==> config.mk <==
export PLATFORM = sky130hd
export DESIGN_NAME = mesh_airtime_link_metric_core
export DESIGN_NICKNAME = d
export VERILOG_FILES = /design/src/rtl/core/mal_pkg.sv /design/src/rtl/core/mal_div.sv /design/src/rtl/core/mal_ctrl.sv /design/src/rtl/core/mal_dp.sv /design/src/rtl/core/mesh_airtime_link_metric_core.sv
export SDC_FILE = /design/constraint.sdc
export NUM_CORES = 2
export LEC_CHECK = 0
export ABC_AREA = 1
export BUFFER_PORTS_ARGS = -buffer_cell sky130_fd_sc_hd__buf_2
export CAP_MARGIN = 10
export CORE_MARGIN = 4
export CORE_UTILIZATION = 42
export CTS_BUF_LIST = sky130_fd_sc_hd__clkbuf_4 sky130_fd_sc_hd__clkbuf_8
export DETAILED_ROUTE_END_ITERATION = 6
export SLEW_MARGIN = 20
export SYNTH_ARGS = -nofsm -noshare
export SYNTH_HDL_FRONTEND = slang
export SYNTH_SLANG_ARGS = --single-unit
==> constraint.sdc <==
create_clock -name i_clk -period 7.6 [get_ports i_clk]
set_clock_uncertainty 0.1 [all_clocks]
set_input_delay 0.38 -clock i_clk [delete_from_list [all_inputs] [get_ports i_clk]]
set_output_delay 0.38 -clock i_clk [all_outputs]
set_load 0.005 [all_outputs]
==> src/rtl/core/mal_pkg.sv <==
// mal_pkg: shared widths, constants, status codes and control structs of
// the mesh airtime link metric core. No dependencies.
`default_nettype none

package mal_pkg;

    // field widths
    localparam int unsigned RATE_W  = 24;
    localparam int unsigned AIR_W   = 25;
    localparam int unsigned ST_W    = 2;
    localparam int unsigned FA_W    = 7;
    localparam int unsigned CNT_W   = 16;
    localparam int unsigned RATEQ_W = 18;   // rate / 100 for a 24-bit rate

    // stream and register port widths
    localparam int unsigned S_TDATA_W = 32;
    localparam int unsigned S_TUSER_W = 1;
    localparam int unsigned M_TDATA_W = 32;
    localparam int unsigned M_TUSER_W = 2;
    localparam int unsigned APB_DW    = 32;
    localparam int unsigned APB_AW    = 3;

    localparam logic [RATE_W-1:0] DEF_RATE_RST = 24'd1000;
    localparam logic [AIR_W-1:0]  AIR_MAX      = '1;
    localparam logic [CNT_W-1:0]  CNT_MAX      = '1;

    // failure average: (80*f + 5) / 100 + 20 on failure, capped at 100
    localparam int unsigned FA_DECAY    = 80;
    localparam int unsigned FA_ROUND    = 5;
    localparam int unsigned FA_FAIL_ADD = 20;
    localparam int unsigned FA_MAX      = 100;
    localparam int unsigned FA_NUM_W    = 14;
    localparam int unsigned FA_PROD_W   = 27;
    localparam int unsigned FA_SUM_W    = 8;

    // divide by 100 as multiply by reciprocal and shift
    localparam int unsigned FA_RECIP      = 5243;
    localparam int unsigned FA_RECIP_SH   = 19;
    localparam int unsigned ERR_RECIP     = 671089;
    localparam int unsigned ERR_RECIP_W   = 20;
    localparam int unsigned ERR_RECIP_SH  = 26;
    localparam int unsigned RATE_RECIP    = 21474837;
    localparam int unsigned RATE_RECIP_W  = 25;
    localparam int unsigned RATE_RECIP_SH = 31;

    // metric scale constants
    localparam int unsigned METRIC_SCALE  = 10;
    localparam int unsigned BITS_PER_BYTE = 8;

    // status codes
    localparam logic [ST_W-1:0] ST_VALID     = 2'd0;
    localparam logic [ST_W-1:0] ST_NO_SUCC   = 2'd1;
    localparam logic [ST_W-1:0] ST_RATE_LOW  = 2'd2;
    localparam logic [ST_W-1:0] ST_FAIL_FULL = 2'd3;

    typedef enum logic {
        DIV_TX,
        DIV_RX
    } t_div_sel;

    typedef struct packed {
        logic     take;
        logic     update;
        logic     recip;
        logic     div_start;
        t_div_sel div_sel;
        logic     cap_tx;
        logic     cap_rx;
        logic     mul_lo;
        logic     mul_hi;
        logic     acc;
        logic     fin;
        logic     load_out;
    } t_cmd;

    typedef struct packed {
        logic div_done;
        logic special;
    } t_stat;

endpackage

`default_nettype wire

==> src/rtl/core/mal_div.sv <==
// mal_div: restoring unsigned divider, one quotient bit per cycle.
// Standalone; used by mal_dp.
`default_nettype none

module mal_div #(
    parameter int unsigned NW = 25,
    parameter int unsigned DW = 18
) (
    input  wire logic          i_clk,
    input  wire logic          i_rst_n,
    input  wire logic          i_start,
    input  wire logic [NW-1:0] i_num,
    input  wire logic [DW-1:0] i_den,
    output logic               o_busy,
    output logic               o_done,
    output logic [NW-1:0]      o_quot
);

    localparam int unsigned CW = $clog2(NW);

    logic          r_busy;
    logic          r_done;
    logic [CW-1:0] r_cnt;
    logic [DW-1:0] r_rem;
    logic [NW-1:0] r_q;
    logic [DW-1:0] r_den;

    logic [DW:0]   shifted;
    logic          qbit;
    logic [DW:0]   diff;
    logic [DW-1:0] n_rem;

    always_comb begin
        shifted = {r_rem, r_q[NW-1]};
        diff    = shifted - {1'b0, r_den};
        qbit    = (shifted >= {1'b0, r_den});
        n_rem   = qbit ? diff[DW-1:0] : shifted[DW-1:0];
    end

    always_ff @(posedge i_clk) begin
        if (!i_rst_n) begin
            r_busy <= 1'b0;
            r_done <= 1'b0;
            r_cnt  <= '0;
        end else begin
            r_done <= 1'b0;
            if (i_start && !r_busy) begin
                r_busy <= 1'b1;
                r_cnt  <= '0;
                r_rem  <= '0;
                r_q    <= i_num;
                r_den  <= i_den;
            end else if (r_busy) begin
                r_rem <= n_rem;
                r_q   <= {r_q[NW-2:0], qbit};
                r_cnt <= r_cnt + CW'(1);
                if (r_cnt == CW'(NW - 1)) begin
                    r_busy <= 1'b0;
                    r_done <= 1'b1;
                end
            end
        end
    end

    assign o_busy = r_busy;
    assign o_done = r_done;
    assign o_quot = r_q;

endmodule

`default_nettype wire

==> src/rtl/core/mal_ctrl.sv <==
// mal_ctrl: sequencer of the metric core; steps the datapath per item and
// owns the input ready and output valid. Depends on mal_pkg.
`default_nettype none

module mal_ctrl (
    input  wire logic           i_clk,
    input  wire logic           i_rst_n,
    input  wire logic           i_in_valid,
    output logic                o_in_ready,
    output logic                o_out_valid,
    input  wire logic           i_out_ready,
    input  wire mal_pkg::t_stat i_stat,
    output mal_pkg::t_cmd       o_cmd
);

    typedef enum logic [3:0] {
        S_IDLE,
        S_UPD,
        S_MUL,
        S_CHK,
        S_DTX,
        S_DRX,
        S_MLO,
        S_MHI,
        S_MACC,
        S_FIN,
        S_DONE
    } t_state;

    t_state r_state;
    t_state n_state;
    logic   r_out_valid;

    always_comb begin
        o_cmd         = '0;
        o_cmd.div_sel = mal_pkg::DIV_TX;
        n_state       = r_state;
        case (r_state)
            S_IDLE: begin
                o_cmd.take = i_in_valid;
                if (i_in_valid) n_state = S_UPD;
            end
            S_UPD: begin
                o_cmd.update = 1'b1;
                n_state      = S_MUL;
            end
            S_MUL: begin
                o_cmd.recip = 1'b1;
                n_state     = S_CHK;
            end
            S_CHK: begin
                if (i_stat.special) begin
                    o_cmd.fin = 1'b1;
                    n_state   = S_DONE;
                end else begin
                    o_cmd.div_start = 1'b1;
                    n_state         = S_DTX;
                end
            end
            S_DTX: begin
                if (i_stat.div_done) begin
                    o_cmd.cap_tx    = 1'b1;
                    o_cmd.div_start = 1'b1;
                    o_cmd.div_sel   = mal_pkg::DIV_RX;
                    n_state         = S_DRX;
                end
            end
            S_DRX: begin
                if (i_stat.div_done) begin
                    o_cmd.cap_rx = 1'b1;
                    n_state      = S_MLO;
                end
            end
            S_MLO: begin
                o_cmd.mul_lo = 1'b1;
                n_state      = S_MHI;
            end
            S_MHI: begin
                o_cmd.mul_hi = 1'b1;
                n_state      = S_MACC;
            end
            S_MACC: begin
                o_cmd.acc = 1'b1;
                n_state   = S_FIN;
            end
            S_FIN: begin
                o_cmd.fin = 1'b1;
                n_state   = S_DONE;
            end
            S_DONE: begin
                if (!r_out_valid || i_out_ready) begin
                    o_cmd.load_out = 1'b1;
                    n_state        = S_IDLE;
                end
            end
            default: n_state = S_IDLE;
        endcase
    end

    always_ff @(posedge i_clk) begin
        if (!i_rst_n) begin
            r_state     <= S_IDLE;
            r_out_valid <= 1'b0;
        end else begin
            r_state <= n_state;
            if (o_cmd.load_out) begin
                r_out_valid <= 1'b1;
            end else if (i_out_ready) begin
                r_out_valid <= 1'b0;
            end
        end
    end

    assign o_in_ready  = (r_state == S_IDLE);
    assign o_out_valid = r_out_valid;

    a_done_in_wait: assert property (@(posedge i_clk) disable iff (!i_rst_n)
        i_stat.div_done |-> (r_state == S_DTX || r_state == S_DRX))
        else $error("divider done outside a wait state");

    a_no_overwrite: assert property (@(posedge i_clk) disable iff (!i_rst_n)
        (r_out_valid && !i_out_ready && r_state == S_DONE) |=> (r_state == S_DONE))
        else $error("pending result overwritten");

endmodule

`default_nettype wire

==> src/rtl/core/mal_dp.sv <==
// mal_dp: link state, metric arithmetic and output register of the metric
// core. Depends on mal_pkg and mal_div.
`default_nettype none

module mal_dp #(
    parameter int unsigned FRAC_BITS        = 8,
    parameter int unsigned TEST_FRAME_BYTES = 1024
) (
    input  wire logic                        i_clk,
    input  wire logic                        i_rst_n,
    input  wire mal_pkg::t_cmd               i_cmd,
    output mal_pkg::t_stat                   o_stat,
    input  wire logic                        i_cfg_we,
    input  wire logic [mal_pkg::RATE_W-1:0]  i_cfg_rate,
    input  wire logic                        i_mode,
    input  wire logic                        i_is_data_frame,
    input  wire logic                        i_has_tx_status,
    input  wire logic                        i_tx_failed,
    input  wire logic [mal_pkg::RATE_W-1:0]  i_tx_rate,
    output logic [mal_pkg::AIR_W-1:0]        o_airtime,
    output logic [mal_pkg::ST_W-1:0]         o_status
);

    localparam int unsigned F          = FRAC_BITS;
    localparam logic [63:0] SUNIT      = 64'd1 << F;
    localparam logic [63:0] TX_NUM     =
        64'(mal_pkg::METRIC_SCALE * mal_pkg::BITS_PER_BYTE * TEST_FRAME_BYTES) << F;
    localparam logic [63:0] RX_NUM     = 64'd1 << (2 * F);
    localparam int unsigned TXQ_W      = $clog2(TX_NUM + 64'd1);
    localparam int unsigned RX_W       = 2 * F + 1;
    localparam int unsigned NW         = (TXQ_W > RX_W) ? TXQ_W : RX_W;
    localparam int unsigned ERR_W      = F + 1;
    localparam int unsigned DW         = (mal_pkg::RATEQ_W > ERR_W) ? mal_pkg::RATEQ_W : ERR_W;
    localparam int unsigned TXT_W      = TXQ_W + 1;
    localparam int unsigned H          = (TXT_W + 1) / 2;
    localparam int unsigned PART_W     = H + RX_W;
    localparam int unsigned PROD_W     = TXT_W + RX_W;
    localparam int unsigned ERR_IN_W   = mal_pkg::FA_W + F;
    localparam int unsigned ERR_PROD_W = ERR_IN_W + mal_pkg::ERR_RECIP_W;
    localparam int unsigned RATE_PROD_W = mal_pkg::RATE_W + mal_pkg::RATE_RECIP_W;

    // captured item
    logic                        r_mode;
    logic                        r_is_data;
    logic                        r_has_st;
    logic                        r_failed;
    logic [mal_pkg::RATE_W-1:0]  r_rate;

    // link state
    logic [mal_pkg::FA_W-1:0]    r_fa;
    logic [mal_pkg::RATE_W-1:0]  r_last;
    logic [mal_pkg::CNT_W-1:0]   r_count;

    // metric work registers
    logic [mal_pkg::RATEQ_W-1:0] r_rate_q;
    logic [ERR_W-1:0]            r_err;
    logic [TXT_W-1:0]            r_tx_time;
    logic [RX_W-1:0]             r_retx;
    logic [PART_W-1:0]           r_part;
    logic [PROD_W-1:0]           r_acc;
    logic [mal_pkg::AIR_W-1:0]   r_res_air;
    logic [mal_pkg::ST_W-1:0]    r_res_st;
    logic [mal_pkg::AIR_W-1:0]   r_out_air;
    logic [mal_pkg::ST_W-1:0]    r_out_st;

    logic [mal_pkg::FA_NUM_W-1:0]  fa_num;
    logic [mal_pkg::FA_PROD_W-1:0] fa_prod;
    logic [mal_pkg::FA_SUM_W-1:0]  fa_sum;
    logic [mal_pkg::FA_W-1:0]      fa_next;
    logic [ERR_PROD_W-1:0]         err_prod;
    logic [RATE_PROD_W-1:0]        rate_prod;
    logic                          no_succ;
    logic                          rate_low;
    logic                          fail_full;
    logic [PROD_W-1:0]             prod_sh;
    logic [NW-1:0]                 div_num;
    logic [DW-1:0]                 div_den;
    logic                          div_busy;
    logic                          div_done;
    logic [NW-1:0]                 div_q;

    always_comb begin
        fa_num  = mal_pkg::FA_NUM_W'(mal_pkg::FA_DECAY) * mal_pkg::FA_NUM_W'(r_fa)
                + mal_pkg::FA_NUM_W'(mal_pkg::FA_ROUND);
        fa_prod = mal_pkg::FA_PROD_W'(fa_num) * mal_pkg::FA_PROD_W'(mal_pkg::FA_RECIP);
        fa_sum  = mal_pkg::FA_SUM_W'(fa_prod >> mal_pkg::FA_RECIP_SH)
                + (r_failed ? mal_pkg::FA_SUM_W'(mal_pkg::FA_FAIL_ADD) : '0);
        fa_next = (fa_sum > mal_pkg::FA_SUM_W'(mal_pkg::FA_MAX))
                ? mal_pkg::FA_W'(mal_pkg::FA_MAX) : fa_sum[mal_pkg::FA_W-1:0];
    end

    assign err_prod  = ERR_PROD_W'({r_fa, {F{1'b0}}}) * ERR_PROD_W'(mal_pkg::ERR_RECIP);
    assign rate_prod = RATE_PROD_W'(r_last) * RATE_PROD_W'(mal_pkg::RATE_RECIP);

    assign no_succ   = (r_count == '0);
    assign rate_low  = (r_rate_q == '0);
    assign fail_full = (r_err >= ERR_W'(SUNIT));
    assign prod_sh   = r_acc >> (2 * F);

    assign div_num = (i_cmd.div_sel == mal_pkg::DIV_TX) ? NW'(TX_NUM) : NW'(RX_NUM);
    assign div_den = (i_cmd.div_sel == mal_pkg::DIV_TX) ? DW'(r_rate_q)
                                                        : DW'(ERR_W'(SUNIT) - r_err);

    mal_div #(
        .NW (NW),
        .DW (DW)
    ) u_div (
        .i_clk   (i_clk),
        .i_rst_n (i_rst_n),
        .i_start (i_cmd.div_start),
        .i_num   (div_num),
        .i_den   (div_den),
        .o_busy  (div_busy),
        .o_done  (div_done),
        .o_quot  (div_q)
    );

    always_ff @(posedge i_clk) begin
        if (!i_rst_n) begin
            r_fa    <= '0;
            r_last  <= mal_pkg::DEF_RATE_RST;
            r_count <= '0;
        end else if (i_cfg_we) begin
            r_last <= i_cfg_rate;
        end else if (i_cmd.update) begin
            if (r_mode) begin
                r_count <= '0;
            end else if (r_is_data && r_has_st) begin
                if (!r_failed) begin
                    r_last <= r_rate;
                    if (r_count != mal_pkg::CNT_MAX) r_count <= r_count + mal_pkg::CNT_W'(1);
                end
                r_fa <= fa_next;
            end
        end
    end

    always_ff @(posedge i_clk) begin
        if (i_cmd.take) begin
            r_mode    <= i_mode;
            r_is_data <= i_is_data_frame;
            r_has_st  <= i_has_tx_status;
            r_failed  <= i_tx_failed;
            r_rate    <= i_tx_rate;
        end
        if (i_cmd.recip) begin
            r_rate_q <= mal_pkg::RATEQ_W'(rate_prod >> mal_pkg::RATE_RECIP_SH);
            r_err    <= ERR_W'(err_prod >> mal_pkg::ERR_RECIP_SH);
        end
        if (i_cmd.cap_tx) r_tx_time <= TXT_W'(SUNIT) + TXT_W'(div_q[TXQ_W-1:0]);
        if (i_cmd.cap_rx) r_retx <= div_q[RX_W-1:0];
        if (i_cmd.mul_lo) r_part <= PART_W'(r_tx_time[H-1:0]) * PART_W'(r_retx);
        if (i_cmd.mul_hi) begin
            r_acc  <= PROD_W'(r_part);
            r_part <= PART_W'(r_tx_time[TXT_W-1:H]) * PART_W'(r_retx);
        end
        if (i_cmd.acc) r_acc <= r_acc + (PROD_W'(r_part) << H);
        if (i_cmd.fin) begin
            if (no_succ) begin
                r_res_air <= '0;
                r_res_st  <= mal_pkg::ST_NO_SUCC;
            end else if (rate_low) begin
                r_res_air <= mal_pkg::AIR_MAX;
                r_res_st  <= mal_pkg::ST_RATE_LOW;
            end else if (fail_full) begin
                r_res_air <= mal_pkg::AIR_MAX;
                r_res_st  <= mal_pkg::ST_FAIL_FULL;
            end else begin
                r_res_air <= (prod_sh > PROD_W'(mal_pkg::AIR_MAX))
                           ? mal_pkg::AIR_MAX : prod_sh[mal_pkg::AIR_W-1:0];
                r_res_st  <= mal_pkg::ST_VALID;
            end
        end
        if (i_cmd.load_out) begin
            r_out_air <= r_res_air;
            r_out_st  <= r_res_st;
        end
    end

    assign o_stat.div_done = div_done;
    assign o_stat.special  = no_succ || rate_low || fail_full;
    assign o_airtime       = r_out_air;
    assign o_status        = r_out_st;

    a_fa_bound: assert property (@(posedge i_clk) disable iff (!i_rst_n)
        r_fa <= mal_pkg::FA_W'(mal_pkg::FA_MAX))
        else $error("failure average above cap");

    a_div_idle: assert property (@(posedge i_clk) disable iff (!i_rst_n)
        i_cmd.div_start |-> !div_busy)
        else $error("divider started while busy");

    a_clear: assert property (@(posedge i_clk) disable iff (!i_rst_n)
        (i_cmd.update && r_mode && !i_cfg_we) |=> (r_count == '0))
        else $error("window clear did not reset success count");

endmodule

`default_nettype wire

==> src/rtl/core/mesh_airtime_link_metric_core.sv <==
// mesh_airtime_link_metric_core: top level of the airtime link metric core.
// Depends on mal_pkg, mal_ctrl, mal_dp (and mal_div below it).
//
//  channel   dir  handshake                      payload
//  s_axis    in   s_axis_tvalid / s_axis_tready  tdata, tuser
//  m_axis    out  m_axis_tvalid / m_axis_tready  tdata, tuser
//  apb       in   psel, penable, pwrite, pready  paddr, pwdata, prdata
//
// One item at a time. A counted item runs both divisions of the metric,
// one after the other, on the shared bit-serial divider, whose dividend
// width NW is 25 at the default parameters. Items that hit a special
// case skip the divisions. Reset is synchronous and needs no clearing
// pass. The output register lets the next beat in while a result waits;
// a stalled result holds the sequencer before its next load.
`default_nettype none

module mesh_airtime_link_metric_core #(
    parameter int unsigned FRAC_BITS        = 8,
    parameter int unsigned TEST_FRAME_BYTES = 1024
) (
    input  wire logic                            i_clk,
    input  wire logic                            i_rst_n,
    input  wire logic                            psel,
    input  wire logic                            penable,
    input  wire logic                            pwrite,
    input  wire logic [mal_pkg::APB_AW-1:0]      paddr,
    input  wire logic [mal_pkg::APB_DW-1:0]      pwdata,
    output logic      [mal_pkg::APB_DW-1:0]      prdata,
    output logic                                 pready,
    input  wire logic                            s_axis_tvalid,
    output logic                                 s_axis_tready,
    // [0] is_data_frame, [1] has_tx_status, [2] tx_failed, [26:3] tx_rate
    input  wire logic [mal_pkg::S_TDATA_W-1:0]   s_axis_tdata,
    // [0] mode
    input  wire logic [mal_pkg::S_TUSER_W-1:0]   s_axis_tuser,
    output logic                                 m_axis_tvalid,
    input  wire logic                            m_axis_tready,
    // [24:0] airtime
    output logic      [mal_pkg::M_TDATA_W-1:0]   m_axis_tdata,
    // [1:0] status
    output logic      [mal_pkg::M_TUSER_W-1:0]   m_axis_tuser
);

    localparam int unsigned RW = mal_pkg::RATE_W;

    logic [RW-1:0]             r_def_rate;
    logic                      cfg_sel;
    logic                      cfg_we;
    mal_pkg::t_cmd             cmd;
    mal_pkg::t_stat            stat;
    logic [mal_pkg::AIR_W-1:0] airtime;

    assign pready  = 1'b1;
    assign cfg_sel = (paddr[2] == 1'b0);
    assign cfg_we  = psel && penable && pwrite && pready && cfg_sel;
    assign prdata  = cfg_sel ? mal_pkg::APB_DW'(r_def_rate) : '0;

    always_ff @(posedge i_clk) begin
        if (!i_rst_n) begin
            r_def_rate <= mal_pkg::DEF_RATE_RST;
        end else if (cfg_we) begin
            r_def_rate <= pwdata[RW-1:0];
        end
    end

    mal_ctrl u_ctrl (
        .i_clk       (i_clk),
        .i_rst_n     (i_rst_n),
        .i_in_valid  (s_axis_tvalid),
        .o_in_ready  (s_axis_tready),
        .o_out_valid (m_axis_tvalid),
        .i_out_ready (m_axis_tready),
        .i_stat      (stat),
        .o_cmd       (cmd)
    );

    mal_dp #(
        .FRAC_BITS        (FRAC_BITS),
        .TEST_FRAME_BYTES (TEST_FRAME_BYTES)
    ) u_dp (
        .i_clk           (i_clk),
        .i_rst_n         (i_rst_n),
        .i_cmd           (cmd),
        .o_stat          (stat),
        .i_cfg_we        (cfg_we),
        .i_cfg_rate      (pwdata[RW-1:0]),
        .i_mode          (s_axis_tuser[0]),
        .i_is_data_frame (s_axis_tdata[0]),
        .i_has_tx_status (s_axis_tdata[1]),
        .i_tx_failed     (s_axis_tdata[2]),
        .i_tx_rate       (s_axis_tdata[RW+2:3]),
        .o_airtime       (airtime),
        .o_status        (m_axis_tuser)
    );

    assign m_axis_tdata = mal_pkg::M_TDATA_W'(airtime);

endmodule

`default_nettype wire

# [Word-level counts from Yosys, hierarchy flattened]
# Index checks and enable logic that the tools add are counted.
[word_totals] regBits=369 inputBits=75 output_inout_bits=69 elab_cells=153
[classes] addsub=8 mul=6 order_cmp=4 eq_ne=19 muxes=55 n_bitwise=5 n_reduce_logical=29
[ops] op="2-to-1 mux 25 bit" n=6
[ops] op="2-to-1 mux 24 bit" n=6
[ops] op="2-to-1 mux 43 bit" n=2
[ops] op="2-to-1 mux 16 bit" n=4
[ops] op="multiplier 13 x 17 -> 30 bit" n=2
[ops] op="2-to-1 mux 30 bit" n=2
[ops] op="2-to-1 mux 18 bit" n=3
[ops] op="multiplier 24 x 25 -> 49 bit (second input constant)" n=1
[ops] op="case mux 4 bit (11 select lines)" n=1
[ops] op="adder 43 bit" n=1
[ops] op="greater-than comparator 27 x 25 -> 1 bit (second input constant)" n=1
[ops] op="multiplier 14 x 13 -> 27 bit (second input constant)" n=1
[ops] op="multiplier 7 x 20 -> 27 bit (second input constant)" n=1
[ops] op="adder 9 x 25 -> 26 bit (first input constant)" n=1
[ops] op="2-to-1 mux 4 bit" n=5
[ops] op=">= comparator 19 x 18 -> 1 bit" n=1
[ops] op="zero test 18 bit" n=1
[ops] op="2-to-1 mux 1 bit" n=18
[ops] op="subtractor 18 bit" n=1
[ops] op="adder 16 x 1 -> 16 bit (second input constant)" n=1
[ops] op="equality test 4 x 3 -> 1 bit (second input constant)" n=4
[ops] op="zero test 16 bit" n=1
[ops] op="inequality test 16 bit (second input constant)" n=1
[ops] op="nonzero test 2 bit" n=8
[ops] op="other kinds (28)" n=53

# [Logic depth before layout (Yosys ltp)]
[depth] word_depth=8 ltp_mapped=39 ltp_nobuf=39

# [Cells and area by module]
# Synthesis repeated with hierarchy kept, for this count alone.
[hier_totals] cells_unflattened=5623 area_unflattened_um2=47187.8
[modules_own_cells] module="mal_dp" n_inst=1 cells_per_inst=4826 area_each_um2=41194.5 seq_area_each_um2=7307.0
[modules_own_cells] module="mal_div" n_inst=1 cells_per_inst=514 area_each_um2=4192.8 seq_area_each_um2=1971.9
[modules_own_cells] module="mesh_airtime_link_metric_core" n_inst=1 cells_per_inst=215 area_each_um2=1355.0 seq_area_each_um2=480.5
[modules_own_cells] module="mal_ctrl" n_inst=1 cells_per_inst=68 area_each_um2=445.4 seq_area_each_um2=100.1

# [Worst setup path after synthesis]
# Ideal clock, no wire load.
[synth_timing] path_kind="reg2reg" startpoint="register u_dp.r_fa[1] (netlist name)" endpoint="register u_dp.r_fa[2] (netlist name)" setup_time_ns=0.109 arrival_time_ns=6.611 t_required_ns=7.391 setup_slack_ns=0.780 path_stages_with_launch=36 path_buffers=0 synth_period_minus_slack_ns=6.820 path_cell_list="dfxtp_1 > ha_1 > ha_1 > fa_1 > nand3_1 > nand2_1 > or2_2 > nand2_1 > inv_1 > fa_1 > ha_1 > inv_1 > fa_1 > inv_1 > fa_1 > fa_1 > ha_1 > nand2_1 > nand2_1 > nand2_1 > nand2_1 > a21oi_1 > nand2_1 > a21boi_0 > xor2_1 > inv_1 > ha_1 > ha_1 > xnor2_1 > nand2_1 > a21oi_1 > nor2_1 > nand2_1 > nand3_1 > nand2_1 > inv_1"
[synth_between] elab_chain_len=6
[synth_rtl] element="start, declared" line_no="mal_dp.sv:50" rtl="logic [mal_pkg::FA_W-1:0] r_fa;"
[synth_rtl] element="start signal, assigned" line_no="mal_dp.sv:133" rtl="r_fa <= fa_next;"
[synth_rtl] element="multiplier 3 x 7 -> 10 bit (*)" line_no="mal_dp.sv:83" rtl="fa_num = mal_pkg::FA_NUM_W'(mal_pkg::FA_DECAY) * mal_pkg::FA_NUM_W'(r_fa)"
[synth_rtl] element="adder 14 x 3 -> 14 bit (*)" line_no="mal_dp.sv:84" rtl="+ mal_pkg::FA_NUM_W'(mal_pkg::FA_ROUND);"
[synth_rtl] element="multiplier 14 x 13 -> 27 bit (*)" line_no="mal_dp.sv:85" rtl="fa_prod = mal_pkg::FA_PROD_W'(fa_num) * mal_pkg::FA_PROD_W'(mal_pkg::FA_RECIP);"
[synth_rtl] element="adder 8 bit (*)" line_no="mal_dp.sv:87" rtl="+ (r_failed ? mal_pkg::FA_SUM_W'(mal_pkg::FA_FAIL_ADD) : '0);"
[synth_rtl] element="greater-than comparator 8 x 7 -> 1 bit" line_no="mal_dp.sv:88" rtl="fa_next = (fa_sum > mal_pkg::FA_SUM_W'(mal_pkg::FA_MAX))"
[synth_rtl] element="2-to-1 mux 7 bit (*)" line_no="mal_dp.sv:89" rtl="? mal_pkg::FA_W'(mal_pkg::FA_MAX) : fa_sum[mal_pkg::FA_W-1:0];"
# Every way passes the cells marked *; elsewhere a longest branch is shown, timed or not.
# A chain may end at the register's enable or synchronous reset.

# [Worst setup path after layout]
# Ends and elaborated chain as after synthesis.

==> impl_metrics.py <==
metrics = {
    "synth": {
        "synthMuxAreaShare": 0,
        "synthDistinctLibCells": 57,
        "synth_area_per_cell_sq_um": 8.59,
        "yosysTopAreaCell": "fa_1",
        "synth-xor-area-share": 0.0192,
        "synthCells": 5354,
        "synthArstFlopShare": 0,
        "synth_compound_area_frac": 0.0802,
        "synth_top_area_share": 0.263,
        "synth_edf_count": 273,
        "synth-main-ff-cell": "edfxtp_1",
        "synth_fa_ha_area_frac": 0.427,
        "synth_top_family_by_area": "adder cells",
        "yosysWarnings": 0,
        "yosys-top-cells-area": "fa_1 26%, edfxtp_1 18%, ha_1 16%, inv_1 10%, nand2_1 8.6%",
        "syn_area_sq_mm": 0.0460,
        "synth_seq_area_share": 0.214,
        "yosys_register_bits": 356,
        "synthSimpleGateAreaFrac": 0.142,
    },
    "timing": {
        "finalHoldViolations": 0,
        "slew_violations": 0,
        "hold_ws_ns": 0.0967,
        "slew_headroom": 0.346,
        "layout_min_cycle_time_ns": 7.14,
        "max_freq_mhz": 140,
        "tightestPinTransition_ns": 0.980,
        "rsz0062_at_grt": "no",
        "finalSetupTns_ns": 0,
        "setup-violations-final": 0,
        "fin_crit_sh": 0.940,
    },
    "route": {
        "wl_um": 117000,
        "dr.pass1.iters": 5,
        "wire_per_inst_um": 16.8,
        "drt_iter0_drc": 1809,
        "via_per_inst": 4.99,
        "met3_length_um": 4370,
        "met1_length_um": 51100,
        "drc": 0,
        "ant_nets": 0,
        "wl_met2_um": 58100,
        "vias": 34700,
        "dr.max_layer_used": "met4",
    },
    "min_path": {
        "hp-start": "i_rst_n",
        "hold_path.class": "input port to flop",
    },
    "pwr": {
        "power_frac_seq": 0.246,
        "clkPwrFrac": 0.191,
        "p_sw_w": 0.00436,
        "power.internal_w": 0.00512,
        "swShare": 0.460,
        "fin_total_pwr_w": 0.00947,
        "power_frac_comb": 0.563,
        "leakage_nw": 26.2,
        "power_density_mw_per_mm2": 190,
        "peakVddDrop_uv": 248,
    },
    "clock_network": {
        "cts.clk_slew.worst_paths_ns": 0.07,
        "numCtsBuffers": 66,
        "cts_sinks": 356,
        "cts.htree.levels": 3,
        "clk_latency_ns": 0.69,
        "cts.root.buffer_cell": "clkbuf_8",
        "cts_max_path_buffers": 3,
        "cts_tree": "done",
    },
    "floorplanning": {
        "die_x_um": 339,
        "start_util": 0.423,
        "fp-row-count": 121,
        "core_sq_mm": 0.109,
        "dieArea_sq_mm": 0.115,
        "fp.dieH_um": 339,
        "ios": 144,
    },
    "critical_path": {
        "startpoint_type": "flop",
        "crit_path_max_incr_delay_ns": 0.53,
        "startpoint": "u_dp.r_fa[1]",
        "worstSetupEndpointType": "flop",
        "crit_arrival_ns": 7.61,
        "critPathKind": "flop to flop",
        "worst-path-max-fanout": 7,
        "reg2reg_setup_slack_ns": 0.46,
        "crit_top_cell": "nand2_1",
        "reg2reg_from": "u_dp.r_fa[1]",
        "required_ns": 8.07,
        "cp_slowest_cell": "fa_1",
    },
    "global_routing": {
        "grt_pass1_wl_um": 191000,
        "grt_max_degree": 49,
        "grt_usage": 0.206,
        "grt_pass1_vias": 36100,
        "overflow": 0,
        "antenna_found_initial": 1,
    },
    "cells_and_area": {
        "nNetsFinal": 6772,
        "layout_common_cells": "1230 x inv_1, 1051 x nand2_1, 604 x fa_1",
        "layout_commonest_cell": "inv_1",
        "drive_gt1_frac": 0.0592,
        "fill_cells": 10700,
        "area_growth_pct": 8.60,
    },
    "placement": {
        "place.gp.congestion": 0.920,
        "hpwl_um": 95400,
        "io_buffers": 112,
    },
    "job": {
        "maxCapViolCount": 0,
    },
    "status": {
        "status": "complete, no violations",
    },
}
[area by class of cell]
| type | count | area (sq um) | area share |
|---|---|---|---|
| inverters | 1239 | 4660 | 0.0932 |
| well taps | 1414 | 1770 | 0.0354 |
| flip-flops and latches | 356 | 9860 | 0.197 |
| diodes | 1 | 2.50 | 0.0000501 |
| clock buffers | 84 | 1050 | 0.0210 |
| clock inverters | 36 | 200 | 0.00401 |
| repair buffers | 226 | 1550 | 0.0310 |
| multi-input cells | 3600 | 30900 | 0.618 |
[cell usage after synthesis, types with 5 or more instances]
| cell type | n |
|---|---|
| buf_2 | 5 |
| o21ai_0 | 219 |
| o21a_1 | 17 |
| nor2_1 | 294 |
| dfxtp_1 | 83 |
| o21bai_1 | 15 |
| a21boi_0 | 8 |
| nand3_1 | 103 |
| a31oi_1 | 40 |
| edfxtp_1 | 273 |
| xor2_1 | 72 |
| clkbuf_1 | 144 |
| or2_2 | 11 |
| and3_1 | 5 |
| buf_4 | 18 |
| ha_1 | 604 |
| a21oi_1 | 310 |
| nand2_1 | 1052 |
| nand4_1 | 41 |
| xnor2_1 | 29 |
| inv_1 | 1232 |
| o211ai_1 | 14 |
| nor4_1 | 12 |
| fa_1 | 604 |
| nor3_1 | 62 |
| a211oi_1 | 6 |
| a21o_1 | 16 |
| o21ai_1 | 8 |
[sequential cells by signal, summed over array words and instances (netlist names), 18 cells and up]
register / cells
u_dp.r_res_air: 25
u_dp.r_rate: 24
u_dp.u_div.r_rem: 18
u_dp.u_div.o_quot: 25
u_dp.r_last: 24
u_dp.r_acc: 30
r_def_rate: 24
u_dp.o_airtime: 25
u_dp.u_div.r_den: 18
u_dp.r_part: 30
u_dp.r_rate_q: 18
u_dp.r_tx_time: 26
[kinds of logic (layout without fill, tap and decap cells)]
logic type      Yosys count  count (layout)
compound gates          674             674
xor+xnor                101             101
fa+ha+maj              1208            1208
buf+inv                1412            1585
flops                   356             356
other cells               2              17
simple gates           1601            1601
[critical path: cells and delay by family, from the launching register on]
kind                       cells  cell delay (ns)
and+or+nand+nor               19             1.80
xor gates and xnor gates       1             0.16
AOI/OAI and AO/OA              2             0.32
buffers and inverters          6             0.50
DFF                            1             0.34
adders and majority gates     10             3.79
[per-layer routing]
| layer | track usage | vias up |
|---|---|---|
| met5 | 0 | - |
| met4 | 0.0535 | 0 |
| met3 | 0.0238 | 162 |
| met2 | 0.366 | 604 |
| met1 | 0.266 | 17000 |
| li1 | - | 17000 |
[path summary, 6_finish.rpt]
path | endpoint | cells after the start
worst max-delay path | u_dp.r_fa[2] | 38
worst min-delay path | u_dp.r_last[3] | 3
worst max register to register | u_dp.r_fa[2] | 38
worst min register to register | u_dp.o_airtime[5] | 0
[metrics by stage]
stage	instance area [sq um]	utilization	worst slack, ns	std cells
final	50000	0.459	0.457	6956
after global routing	50000	0.459	0.000285	6956
after CTS	49900	0.459	0.244	6953
after detailed placement	48100	0.442	0.274	6780
after global placement	48100	0.442	0.378	6780
after floorplan	46100	-	0.780	5368
[power groups by stage]
stage | clock (W) | combinational [W] | sequential, W
6_report | 0.00181 | 0.00533 | 0.00233
3_3_place_gp | 0 | 0.00532 | 0.00236
2_1_floorplan | 0 | 0.00380 | 0.00234
3_5_place_dp | 0 | 0.00534 | 0.00237
4_1_cts | 0.00190 | 0.00540 | 0.00233
5_1_grt | 0.00198 | 0.00614 | 0.00233
[timing repair]
action	4_1_cts	5_1_grt
buffers inserted	0	2
endpoints found under the setup margin	0	7
hold buffers	53	0
hold endpoints to repair	78	0
gates resized for setup	0	8
(Power assumes the default switching activity.)
